[src/lr_pkg.sv]
package lr_pkg;

    localparam int COORD_W  = 10;
    localparam int ERR_W    = 11;
    localparam int LEFT_W   = 11;
    localparam int STEP_W   = 2;
    localparam int COLOR_W  = 8;
    localparam int SEG_W    = 16;
    localparam int OFFSET_W = 16;
    localparam int PROD_W   = 2 * COORD_W;

    localparam int SCREEN_WIDTH_DEF = 320;
    localparam int QUEUE_DEPTH_DEF  = 2;

    localparam logic MODE_LOAD = 1'b0;
    localparam logic MODE_STEP = 1'b1;

    // Step directions as 2-bit two's complement codes.
    localparam logic [STEP_W-1:0] STEP_ZERO = 2'b00;
    localparam logic [STEP_W-1:0] STEP_POS  = 2'b01;
    localparam logic [STEP_W-1:0] STEP_NEG  = 2'b11;

    typedef struct packed {
        logic               mode;
        logic [COORD_W-1:0] start_x;
        logic [COORD_W-1:0] start_y;
        logic [COORD_W-1:0] end_x;
        logic [COORD_W-1:0] end_y;
        logic [COLOR_W-1:0] pen_color;
        logic [SEG_W-1:0]   frame_segment;
    } lr_item_t;

    typedef struct packed {
        logic [COORD_W-1:0]  pixel_x;
        logic [COORD_W-1:0]  pixel_y;
        logic [OFFSET_W-1:0] pixel_offset;
        logic [COLOR_W-1:0]  pixel_color;
        logic [SEG_W-1:0]    pixel_segment;
        logic                last_pixel;
    } lr_pixel_t;

    // Decoded word passed from the front end to the stepping engine.
    typedef struct packed {
        logic               is_load;
        logic [COORD_W-1:0] start_x;
        logic [COORD_W-1:0] start_y;
        logic [STEP_W-1:0]  diag_dx;
        logic [STEP_W-1:0]  diag_dy;
        logic [STEP_W-1:0]  straight_dx;
        logic [STEP_W-1:0]  straight_dy;
        logic [COORD_W-1:0] major_len;
        logic [COORD_W-1:0] minor_len;
        logic [ERR_W-1:0]   err_init;
        logic [COLOR_W-1:0] line_color;
        logic [SEG_W-1:0]   line_segment;
    } lr_cmd_t;

    function automatic logic [COORD_W-1:0] step_ext(input logic [STEP_W-1:0] code);
        step_ext = {{(COORD_W-STEP_W){code[STEP_W-1]}}, code};
    endfunction

    function automatic logic [STEP_W-1:0] sign_code(input logic [COORD_W-1:0] a,
                                                     input logic [COORD_W-1:0] b);
        if (b > a) begin
            sign_code = STEP_POS;
        end else if (b < a) begin
            sign_code = STEP_NEG;
        end else begin
            sign_code = STEP_ZERO;
        end
    endfunction

endpackage

[src/lr_front.sv]
module lr_front import lr_pkg::*; (
    input  logic     s_valid,
    output logic     s_ready,
    input  lr_item_t s_item,
    input  logic     q_full,
    output logic     q_push,
    output lr_cmd_t  q_cmd
);

    logic [COORD_W-1:0] adx;
    logic [COORD_W-1:0] ady;
    logic               y_major;
    logic [STEP_W-1:0]  ddx;
    logic [STEP_W-1:0]  ddy;

    assign s_ready = !q_full;
    assign q_push  = s_valid && !q_full;

    always_comb begin
        adx = (s_item.end_x >= s_item.start_x) ? s_item.end_x - s_item.start_x
                                                : s_item.start_x - s_item.end_x;
        ady = (s_item.end_y >= s_item.start_y) ? s_item.end_y - s_item.start_y
                                                : s_item.start_y - s_item.end_y;
        ddx = sign_code(s_item.start_x, s_item.end_x);
        ddy = sign_code(s_item.start_y, s_item.end_y);
        // Ties go to the y axis.
        y_major = (adx <= ady);

        q_cmd.is_load      = (s_item.mode == MODE_LOAD);
        q_cmd.start_x      = s_item.start_x;
        q_cmd.start_y      = s_item.start_y;
        q_cmd.diag_dx      = ddx;
        q_cmd.diag_dy      = ddy;
        q_cmd.straight_dx  = y_major ? STEP_ZERO : ddx;
        q_cmd.straight_dy  = y_major ? ddy : STEP_ZERO;
        q_cmd.major_len    = y_major ? ady : adx;
        q_cmd.minor_len    = y_major ? adx : ady;
        q_cmd.err_init     = {2'b00, q_cmd.major_len[COORD_W-1:1]};
        q_cmd.line_color   = s_item.pen_color;
        q_cmd.line_segment = s_item.frame_segment;
    end

endmodule

[src/lr_queue.sv]
module lr_queue import lr_pkg::*; #(
    parameter int DEPTH = QUEUE_DEPTH_DEF
) (
    input  logic    aclk,
    input  logic    aresetn,
    input  logic    push,
    input  lr_cmd_t push_data,
    output logic    full,
    input  logic    pop,
    output logic    not_empty,
    output lr_cmd_t head
);

    localparam int IDX_W = (DEPTH > 1) ? $clog2(DEPTH) : 1;
    localparam int CNT_W = $clog2(DEPTH + 1);
    localparam logic [IDX_W-1:0] LAST_IDX = IDX_W'(DEPTH - 1);
    localparam logic [CNT_W-1:0] FULL_CNT = CNT_W'(DEPTH);

    lr_cmd_t          entry_reg [DEPTH];
    logic [IDX_W-1:0] wr_ptr_reg;
    logic [IDX_W-1:0] wr_ptr_next;
    logic [IDX_W-1:0] rd_ptr_reg;
    logic [IDX_W-1:0] rd_ptr_next;
    logic [CNT_W-1:0] count_reg;
    logic [CNT_W-1:0] count_next;
    logic             do_push;
    logic             do_pop;

    assign full      = (count_reg == FULL_CNT);
    assign not_empty = (count_reg != '0);
    assign head      = entry_reg[rd_ptr_reg];
    assign do_push   = push && !full;
    assign do_pop    = pop && not_empty;

    always_comb begin
        wr_ptr_next = wr_ptr_reg;
        rd_ptr_next = rd_ptr_reg;
        count_next  = count_reg;
        if (do_push) begin
            wr_ptr_next = (wr_ptr_reg == LAST_IDX) ? '0 : wr_ptr_reg + 1'b1;
        end
        if (do_pop) begin
            rd_ptr_next = (rd_ptr_reg == LAST_IDX) ? '0 : rd_ptr_reg + 1'b1;
        end
        if (do_push && !do_pop) begin
            count_next = count_reg + 1'b1;
        end else if (do_pop && !do_push) begin
            count_next = count_reg - 1'b1;
        end
    end

    always_ff @(posedge aclk) begin
        if (!aresetn) begin
            wr_ptr_reg <= '0;
            rd_ptr_reg <= '0;
            count_reg  <= '0;
        end else begin
            wr_ptr_reg <= wr_ptr_next;
            rd_ptr_reg <= rd_ptr_next;
            count_reg  <= count_next;
        end
    end

    always_ff @(posedge aclk) begin
        if (do_push) begin
            entry_reg[wr_ptr_reg] <= push_data;
        end
    end

endmodule

[src/lr_back.sv]
module lr_back import lr_pkg::*; #(
    parameter int SCREEN_WIDTH = SCREEN_WIDTH_DEF
) (
    input  logic      aclk,
    input  logic      aresetn,
    input  logic      q_valid,
    input  lr_cmd_t   q_cmd,
    output logic      q_pop,
    output logic      m_valid,
    input  logic      m_ready,
    output lr_pixel_t m_pixel
);

    localparam logic [COORD_W-1:0] WIDTH_C = COORD_W'(SCREEN_WIDTH);

    logic [COORD_W-1:0] cur_x_reg,       cur_x_next;
    logic [COORD_W-1:0] cur_y_reg,       cur_y_next;
    logic [ERR_W-1:0]   err_acc_reg,     err_acc_next;
    logic [COORD_W-1:0] major_len_reg;
    logic [COORD_W-1:0] minor_len_reg;
    logic [LEFT_W-1:0]  pixels_left_reg, pixels_left_next;
    logic [STEP_W-1:0]  diag_dx_reg;
    logic [STEP_W-1:0]  diag_dy_reg;
    logic [STEP_W-1:0]  straight_dx_reg;
    logic [STEP_W-1:0]  straight_dy_reg;
    logic [COLOR_W-1:0] line_color_reg;
    logic [SEG_W-1:0]   line_segment_reg;
    logic               busy_reg,        busy_next;
    logic               m_valid_reg,     m_valid_next;
    lr_pixel_t          m_pixel_reg,     m_pixel_next;

    logic               out_free;
    logic               emit;
    logic               is_load;
    logic [COORD_W-1:0] sel_x;
    logic [COORD_W-1:0] sel_y;
    logic [ERR_W-1:0]   sel_err;
    logic [COORD_W-1:0] sel_major;
    logic [COORD_W-1:0] sel_minor;
    logic [STEP_W-1:0]  sel_ddx;
    logic [STEP_W-1:0]  sel_ddy;
    logic [STEP_W-1:0]  sel_sdx;
    logic [STEP_W-1:0]  sel_sdy;
    logic [COLOR_W-1:0] sel_color;
    logic [SEG_W-1:0]   sel_seg;
    logic [ERR_W-1:0]   err_sum;
    logic               take_diag;
    logic               is_last;
    logic [PROD_W-1:0]  row_prod;

    assign out_free = !m_valid_reg || m_ready;
    assign q_pop    = q_valid && out_free;
    assign is_load  = q_cmd.is_load;
    // A step word that arrives while no line is running is dropped.
    assign emit     = q_pop && (is_load || busy_reg);
    assign m_valid  = m_valid_reg;
    assign m_pixel  = m_pixel_reg;

    always_comb begin
        sel_x     = is_load ? q_cmd.start_x     : cur_x_reg;
        sel_y     = is_load ? q_cmd.start_y     : cur_y_reg;
        sel_err   = is_load ? q_cmd.err_init    : err_acc_reg;
        sel_major = is_load ? q_cmd.major_len   : major_len_reg;
        sel_minor = is_load ? q_cmd.minor_len   : minor_len_reg;
        sel_ddx   = is_load ? q_cmd.diag_dx     : diag_dx_reg;
        sel_ddy   = is_load ? q_cmd.diag_dy     : diag_dy_reg;
        sel_sdx   = is_load ? q_cmd.straight_dx : straight_dx_reg;
        sel_sdy   = is_load ? q_cmd.straight_dy : straight_dy_reg;
        sel_color = is_load ? q_cmd.line_color  : line_color_reg;
        sel_seg   = is_load ? q_cmd.line_segment : line_segment_reg;

        err_sum   = sel_err + {1'b0, sel_minor};
        take_diag = (err_sum >= {1'b0, sel_major});
        err_acc_next = take_diag ? err_sum - {1'b0, sel_major} : err_sum;
        cur_x_next = sel_x + step_ext(take_diag ? sel_ddx : sel_sdx);
        cur_y_next = sel_y + step_ext(take_diag ? sel_ddy : sel_sdy);

        if (is_load) begin
            is_last          = (q_cmd.major_len == '0);
            pixels_left_next = {1'b0, q_cmd.major_len};
        end else begin
            is_last          = (pixels_left_reg <= LEFT_W'(1));
            pixels_left_next = is_last ? '0 : pixels_left_reg - 1'b1;
        end
        busy_next = emit ? !is_last : busy_reg;

        row_prod = sel_y * WIDTH_C;
        m_pixel_next.pixel_x       = sel_x;
        m_pixel_next.pixel_y       = sel_y;
        m_pixel_next.pixel_offset  = row_prod[OFFSET_W-1:0] + OFFSET_W'(sel_x);
        m_pixel_next.pixel_color   = sel_color;
        m_pixel_next.pixel_segment = sel_seg;
        m_pixel_next.last_pixel    = is_last;

        m_valid_next = out_free ? emit : m_valid_reg;
    end

    always_ff @(posedge aclk) begin
        if (!aresetn) begin
            busy_reg    <= 1'b0;
            m_valid_reg <= 1'b0;
        end else begin
            busy_reg    <= busy_next;
            m_valid_reg <= m_valid_next;
        end
    end

    always_ff @(posedge aclk) begin
        if (emit) begin
            cur_x_reg       <= cur_x_next;
            cur_y_reg       <= cur_y_next;
            err_acc_reg     <= err_acc_next;
            pixels_left_reg <= pixels_left_next;
            m_pixel_reg     <= m_pixel_next;
        end
        if (q_pop && is_load) begin
            major_len_reg    <= q_cmd.major_len;
            minor_len_reg    <= q_cmd.minor_len;
            diag_dx_reg      <= q_cmd.diag_dx;
            diag_dy_reg      <= q_cmd.diag_dy;
            straight_dx_reg  <= q_cmd.straight_dx;
            straight_dy_reg  <= q_cmd.straight_dy;
            line_color_reg   <= q_cmd.line_color;
            line_segment_reg <= q_cmd.line_segment;
        end
    end

    assert property (@(posedge aclk) disable iff (!aresetn)
        q_pop && is_load |=> m_valid_reg)
        else $error("load word did not produce a pixel");

    assert property (@(posedge aclk) disable iff (!aresetn)
        q_pop && !is_load && !busy_reg |=> !m_valid_reg)
        else $error("step word while idle produced a pixel");

    assert property (@(posedge aclk) disable iff (!aresetn)
        emit && is_last |=> !busy_reg)
        else $error("line still running after its last pixel");

    assert property (@(posedge aclk) disable iff (!aresetn)
        q_pop && is_load && q_cmd.major_len == '0 |=> m_pixel_reg.last_pixel)
        else $error("single point line not marked last");

endmodule

[src/line_rasterizer_core.sv]
// Bresenham line generator with a pull interface.
// Input channel (s_valid, s_ready, s_item): a word with mode MODE_LOAD
// takes two endpoints, a pen color and a frame segment, and yields the
// first pixel of the line; a word with mode MODE_STEP yields the next
// pixel. A step word while no line is running yields nothing. A load
// word while a line runs drops that line and starts the new one.
// Result channel (m_valid, m_ready, m_pixel): one word per pixel with x,
// y, the byte offset y*SCREEN_WIDTH+x modulo 65536, color, segment and
// a last mark. A line gives max(|dx|,|dy|)+1 pixels.
// An accepted word is written into the queue; when the engine pops it,
// its pixel is written into the output register.
// Throughput: one word per cycle while the receiver takes pixels, set by
// the single add, compare and coordinate update of the stepping engine.
// A queue of QUEUE_DEPTH entries (two by default) decouples the decoder
// from the engine, and s_ready drops only when that queue is full. When
// the receiver stalls, the pixel is held in the output register and the
// queue fills, then s_ready goes low. A synchronous reset (aresetn low)
// empties the queue and the output register and leaves no line running.
module line_rasterizer_core import lr_pkg::*; #(
    parameter int SCREEN_WIDTH = SCREEN_WIDTH_DEF,
    parameter int QUEUE_DEPTH  = QUEUE_DEPTH_DEF
) (
    input  logic      aclk,
    input  logic      aresetn,
    input  logic      s_valid,
    output logic      s_ready,
    input  lr_item_t  s_item,
    output logic      m_valid,
    input  logic      m_ready,
    output lr_pixel_t m_pixel
);

    logic    q_full;
    logic    q_push;
    lr_cmd_t q_in;
    logic    q_pop;
    logic    q_valid;
    lr_cmd_t q_head;

    lr_front u_front (
        .s_valid (s_valid),
        .s_ready (s_ready),
        .s_item  (s_item),
        .q_full  (q_full),
        .q_push  (q_push),
        .q_cmd   (q_in)
    );

    lr_queue #(
        .DEPTH (QUEUE_DEPTH)
    ) u_queue (
        .aclk      (aclk),
        .aresetn   (aresetn),
        .push      (q_push),
        .push_data (q_in),
        .full      (q_full),
        .pop       (q_pop),
        .not_empty (q_valid),
        .head      (q_head)
    );

    lr_back #(
        .SCREEN_WIDTH (SCREEN_WIDTH)
    ) u_back (
        .aclk    (aclk),
        .aresetn (aresetn),
        .q_valid (q_valid),
        .q_cmd   (q_head),
        .q_pop   (q_pop),
        .m_valid (m_valid),
        .m_ready (m_ready),
        .m_pixel (m_pixel)
    );

endmodule
[config.mk]
export PLATFORM = sky130hd
export DESIGN_NAME = line_rasterizer_core
export DESIGN_NICKNAME = d
export VERILOG_FILES = /design/src/lr_pkg.sv /design/src/lr_front.sv /design/src/lr_queue.sv /design/src/lr_back.sv /design/src/line_rasterizer_core.sv
export SDC_FILE = /design/constraint.sdc
export NUM_CORES = 1
export LEC_CHECK = 0
export BUFFER_PORTS_ARGS = -buffer_cell sky130_fd_sc_hd__buf_2
export CORE_MARGIN = 3
export CORE_UTILIZATION = 30
export CTS_CLUSTER_DIAMETER = 150
export DETAILED_ROUTE_END_ITERATION = 8
export SYNTH_ARGS = -nofsm -noshare
export SYNTH_HDL_FRONTEND = slang
export SYNTH_SLANG_ARGS = --single-unit
[constraint.sdc]
create_clock -name aclk -period 8.2 [get_ports aclk]
set_input_delay 0.41 -clock aclk [delete_from_list [all_inputs] [get_ports aclk]]
set_output_delay 0.41 -clock aclk [all_outputs]
set_load 0.03 [all_outputs]
==> reports/qor.yml, run 1 <==
synth_async_sr_flop_share_pct: 0
grt_usage_pct: 12.71
post_synthesis_net_count: 1476
final-hold-violation-count: 0
post-synth-top-area-cell: "sky130_fd_sc_hd__edfxtp_1"
worstSetupEndpointType: "flop"
cts_root_buf: "sky130_fd_sc_hd__clkbuf_16"
worstPathArrival_ps: 7810
place_congestion: 0.8534
worst-endpoint-required_ps: 8440
detail_route.vias_per_cell: 4.779
tightest_slew_ps: 887.2
cts_hold_buffers: 0
critical_path.max_fanout: 51
criticalPathCategory: "flop to flop"
number_of_antenna_violations_at_the_first_check_in_global_routing: 3
dieWidth_microns: 235.8
clock_tree_from_tritoncts: "done"
max_slew_margin_pct: 40.85
synth_seq_area_share_pct: 56.80
setup_violations: 0
unique_cell_type_count_in_the_yosys_netlist: 70
drive_gt1_share_pct: 18.92
start_kind: "flop"
layout-area-overhead-vs-synth_pct: 16.35
timing.final.crit_share_pct: 92.25
path_clk_slew_ps: 60
synth_enable_flop_cells: 295
status: "finished clean"
clk-insertion-delay-late_ps: 510
achievable-frequency_mhz: 132.2
synthesis.area_per_instance_sq_um: 12.23
final_period_minus_worst_setup_slack_ps: 7564
synth_flop_cell: "sky130_fd_sc_hd__edfxtp_1"
synth_warnings: 0
grt_first_pass_wirelength_microns: 56880
clock_skew_ps: 13.41
largest_register_ff_count: 146
post_synthesis_register_bit_count: 302
hpwl_microns: 25860
cts.repair.resized: 0
layout.area.seq_sq_um: 9002
num_rows: 83
grt_start_max_net_pins: 60
ioPinCount: 132
via_total_after_detailed_routing: 10280
number_of_drc_markers_in_iteration_0: 723
first_drt_pass_iteration_count: 5
cts.sink_count: 302
numCtsBuffers: 35
die_area_sq_um: 55610
cap_viol_max_count: 0
global_route.overflow_total: 0
critical_path.slowest_cell: "sky130_fd_sc_hd__mux4_2"
routed_wl_microns: 36530
starting_density_pct: 30.57
final_core_utilization_pct: 35.57
grt_pass1_vias: 10150
cts_setup_buffers: 0
setup_total_negative_slack_ps: 0
critical_path.max_stage_delay_ps: 710
final_nets: 1624
multi_input_area_sq_um: 6231
antenna_left: 0
syn_inst: 1296
cpMostUsedCell: "sky130_fd_sc_hd__nor2_1"
drc_errors: 0
min-delay-path-class: "input port to flop"
grt_setup_unrepaired: "false"
numPortBuffers: 131
filler_cell_count: 5080
floorplan.die.height_microns: 235.8
syn-cell-area_sq_um: 15840
avgRoutedWirePerCell_microns: 16.99
cts-root-to-sink-buffers: 3
yosysTopAreaCellShare_pct: 55.91
dominant_cells_by_area_after_synthesis: "sky130_fd_sc_hd__edfxtp_1 (56%), sky130_fd_sc_hd__ha_1 (8.0%), sky130_fd_sc_hd__nor2_1 (3.5%), sky130_fd_sc_hd__mux2_2 (3.3%), sky130_fd_sc_hd__mux2i_1 (3.2%)"
htreeDepth: 2
coreArea_sq_um: 51820
timing_max_transition_violations_final: 0
## layer usage
metal	vias up	GRT usage [%]	part of all wire (%)
met5	-	0	0.074
li1	4977	-	-
met2	237	20.04	45
met1	5002	18.23	49
met3	55	2.081	4.5
met4	4	3.263	2.1
## synth_stat cells (18+ instances only)
cell type,instances
sky130_fd_sc_hd__a21o_1,34
sky130_fd_sc_hd__a21oi_1,59
sky130_fd_sc_hd__clkbuf_1,18
sky130_fd_sc_hd__edfxtp_1,295
sky130_fd_sc_hd__ha_1,101
sky130_fd_sc_hd__inv_1,119
sky130_fd_sc_hd__mux2_2,47
sky130_fd_sc_hd__mux2i_1,51
sky130_fd_sc_hd__nand2_1,66
sky130_fd_sc_hd__nor2_1,147
sky130_fd_sc_hd__o21ai_0,60
sky130_fd_sc_hd__xnor2_1,54
sky130_fd_sc_hd__xor2_1,18
## through the flow
stage	hold slack (ps)	setup slack, ps	cells	area [sq um]
floorplan	477.6	1181	1296	15840
global placement	488.3	778.6	2087	17350
detailed placement	514.7	644.8	2087	17350
CTS	78.71	630.7	2149	18430
global route	82.84	73.14	2149	18430
finish	99.64	635.8	2150	18440
## critical path: cells and delay by family (launching register included)
| family | cells | cell delay, ps |
|---|---|---|
| compound gates | 10 | 2180 |
| flops | 1 | 450 |
| buf+inv | 4 | 1300 |
| simple gates | 8 | 730 |
| mux | 2 | 1120 |
| fa+ha+maj | 4 | 1210 |
| xor+xnor | 2 | 300 |
## cell usage in the layout (no fill, tap or decap), types with 37 or more instances in the layout
cell type,netlist,layout
sky130_fd_sc_hd__a21oi_1,59,59
sky130_fd_sc_hd__buf_2,7,131
sky130_fd_sc_hd__clkbuf_16,0,37
sky130_fd_sc_hd__edfxtp_1,295,295
sky130_fd_sc_hd__ha_1,101,101
sky130_fd_sc_hd__inv_1,119,119
sky130_fd_sc_hd__mux2_2,47,47
sky130_fd_sc_hd__mux2i_1,51,50
sky130_fd_sc_hd__nand2_1,66,66
sky130_fd_sc_hd__nor2_1,147,144
sky130_fd_sc_hd__o21ai_0,60,60
sky130_fd_sc_hd__xnor2_1,54,54
## final timing paths
| path | startpoint | slack [ps] | cells past startpoint | end |
|---|---|---|---|---|
| setup reg to reg | flop | 640 | 30 | u_back.cur_y_reg[7] |
| hold / removal | s_item[18] | 100 | 1 | u_queue.entry_reg[0][18] |
| hold reg to reg | u_queue.count_reg[1] | 520 | 2 | u_queue.count_reg[1] |
| setup / recovery | flop | 640 | 30 | u_back.cur_y_reg[7] |
## cells by family (layout without fill, tap and decap cells)
family	after synthesis	count (layout)	synth area share (%)
buffers and inverters	162	335	4.130
AO/OA/AOI/OAI	243	243	10.23
multiplexers	102	102	7.131
other	0	1	0
XOR/XNOR	72	72	3.980
AND/OR/NAND/NOR	304	304	8.489
flip-flops	302	302	56.80
adder cells (fa/ha/maj)	111	111	9.239
## area by class of cell
cell class,instances,share of cell area [%]
clock inverter,20,0.7601
tap,680,4.615
antenna,1,0.01357
timing repair buffer,151,4.371
sequential,302,48.83
inverter,122,2.484
clock buffer,42,5.124
multi-input combinational,832,33.80
Power of run 1 is not shown: default switching activity piles up to over one toggle a cycle in this logic, so the estimate is an artifact.
==> run 2, diff against run 1 <==
CORE_UTILIZATION = 50   (was 30)
PLACE_DENSITY = 0.69   (was default)
==> reports/qor.yml, run 2 (synthesis results as in run 1) <==
grt_pass1_vias: 10110  # -0.40%
layout.area.seq_sq_um: 9002  # unchanged
cts_root_buf: "sky130_fd_sc_hd__clkbuf_16"
achievable-frequency_mhz: 139.6  # +5.6%
clock_skew_ps: 26.19  # +12.78 ps
dieWidth_microns: 184.0  # -22%
tightest_slew_ps: 1065  # +177.5 ps
leading_cell_types_in_the_layout_fill_and_taps_excluded: "sky130_fd_sc_hd__edfxtp_1 (295), sky130_fd_sc_hd__nor2_1 (144), sky130_fd_sc_hd__buf_2 (131)"
grt_start_max_net_pins: 67  # +12%
multi_input_area_sq_um: 6231  # unchanged
number_of_antenna_violations_at_the_first_check_in_global_routing: 2  # -1
worst-endpoint-required_ps: 8500  # +60 ps
coreArea_sq_um: 30910  # -40%
critical_path.slowest_cell: "sky130_fd_sc_hd__mux2i_4"
timing.final.crit_share_pct: 87.37  # -4.9 points
layout-area-overhead-vs-synth_pct: 13.89
numPortBuffers: 131  # unchanged
cts-root-to-sink-buffers: 3  # unchanged
critical_path.max_fanout: 20  # -61%
min-delay-path-class: "input port to flop"
antenna_left: 0  # unchanged
starting_density_pct: 51.26  # +21 points
criticalPathCategory: "flop to flop"
filler_cell_count: 2514  # -51%
min_delay_path_depth: 1  # unchanged
critical_path.max_stage_delay_ps: 700  # about the same
layout_commonest_cell: "sky130_fd_sc_hd__edfxtp_1"
routed_wl_microns: 33620  # -8.0%
final_nets: 1620  # -0.25%
final-hold-violation-count: 0  # unchanged
reg2reg_slack_ps: 1040  # +400 ps
clock_tree_from_tritoncts: "done"
grt_first_pass_wirelength_microns: 53620  # -5.7%
status: "finished clean"
worstSetupEndpointType: "flop"
grt_setup_unrepaired: "false"
via_total_after_detailed_routing: 10230  # -0.49%
drive_gt1_share_pct: 18.70  # -0.22 points
max_slew_margin_pct: 29.02  # -12 points
die_area_sq_um: 33860  # -39%
drc_errors: 0  # unchanged
setup_violations: 0  # unchanged
timing_max_transition_violations_final: 0  # unchanged
numCtsBuffers: 31  # -11%
htreeDepth: 1  # -1
place_congestion: 0.8771  # +2.8%
timing.reg2reg.worst_path_depth: 29  # -3.3%
detail_route.vias_per_cell: 5.491  # +15%
grt_usage_pct: 19.83  # +7.1 points
start_kind: "flop"
cap_viol_max_count: 0  # unchanged
global_route.overflow_total: 0  # unchanged
largest_register_ff_count: 146  # unchanged
first_drt_pass_iteration_count: 5  # unchanged
worstPathArrival_ps: 7460  # -350 ps
path_clk_slew_ps: 60  # about the same
hpwl_microns: 23530  # -9.0%
worstReg2RegEnd: "u_back.cur_y_reg[7]"
cts.sink_count: 302  # unchanged
ioPinCount: 132  # unchanged
hold-path-endpoint: "u_queue.entry_reg[1][17]"
min-delay-start: "s_item[17]"
floorplan.die.height_microns: 184.0  # -22%
clk-insertion-delay-late_ps: 580  # +70 ps
setup_total_negative_slack_ps: 0  # unchanged
avgRoutedWirePerCell_microns: 18.05  # +6.3%
cts_setup_buffers: 0  # unchanged
num_rows: 64  # -23%
number_of_drc_markers_in_iteration_0: 730  # +0.97%
final_period_minus_worst_setup_slack_ps: 7164  # -399.7 ps
cpMostUsedCell: "sky130_fd_sc_hd__a21oi_1"
run 2: cell type report:
cell class	instances	share of cell area (%)
multi-input cells	832	34.53
repair buffers	151	4.479
clock inverters	20	1.248
flip-flops and latches	302	49.89
well taps	396	2.746
inverters	122	2.538
diodes	1	0.01387
clock buffers	38	4.556
run 2: metrics by stage:
| stage | setup slack, ps | util (%) | hold slack, ps | instances | cell area, sq um |
|---|---|---|---|---|---|
| finish | 1036 | 58.38 | 18.75 | 1862 | 18040 |
| global route | 470.3 | 58.38 | 4.810 | 1862 | 18040 |
| CTS | 1049 | 58.37 | 0.6051 | 1861 | 18040 |
| detailed placement | 1078 | 54.95 | 514.6 | 1802 | 16990 |
| global placement | 1263 | 54.95 | 499.5 | 1802 | 16990 |
| floorplan | 1181 | - | 477.6 | 1296 | 15840 |
run 2: routing by layer:
layer	track usage (%)	routed length [microns]	vias to the layer above
met2	31.93	15370	293
li1	-	-	4975
met5	0	13	-
met3	3.225	1965	63
met4	4.415	741	2
met1	28.64	15520	4892
run 2: worst max-delay path: cells and delay by family (launching register included):
| family | cells | cell delay, ps |
|---|---|---|
| simple gates | 4 | 530 |
| compound gates | 15 | 2770 |
| fa+ha+maj | 3 | 900 |
| flops | 1 | 350 |
| buf+inv | 3 | 660 |
| mux | 2 | 1400 |
| xor+xnor | 2 | 290 |
run 2: how the worst max path moves through the flow:
stage | slack, ps | end
floorplan | 1180 | u_back.cur_y_reg[7]
global placement | 1260 | u_back.cur_y_reg[7]
detailed placement | 1080 | u_back.cur_y_reg[7]
CTS | 1050 | u_back.cur_y_reg[7]
global route | 470 | u_back.cur_y_reg[7]
finish | 1040 | u_back.cur_y_reg[7]
run 2: timing repair:
action	in CTS	in global routing
hold buffers	1	0
endpoints found under the hold margin	2	0
gates resized for setup	0	0
Power of run 2 is left out for the same reason.
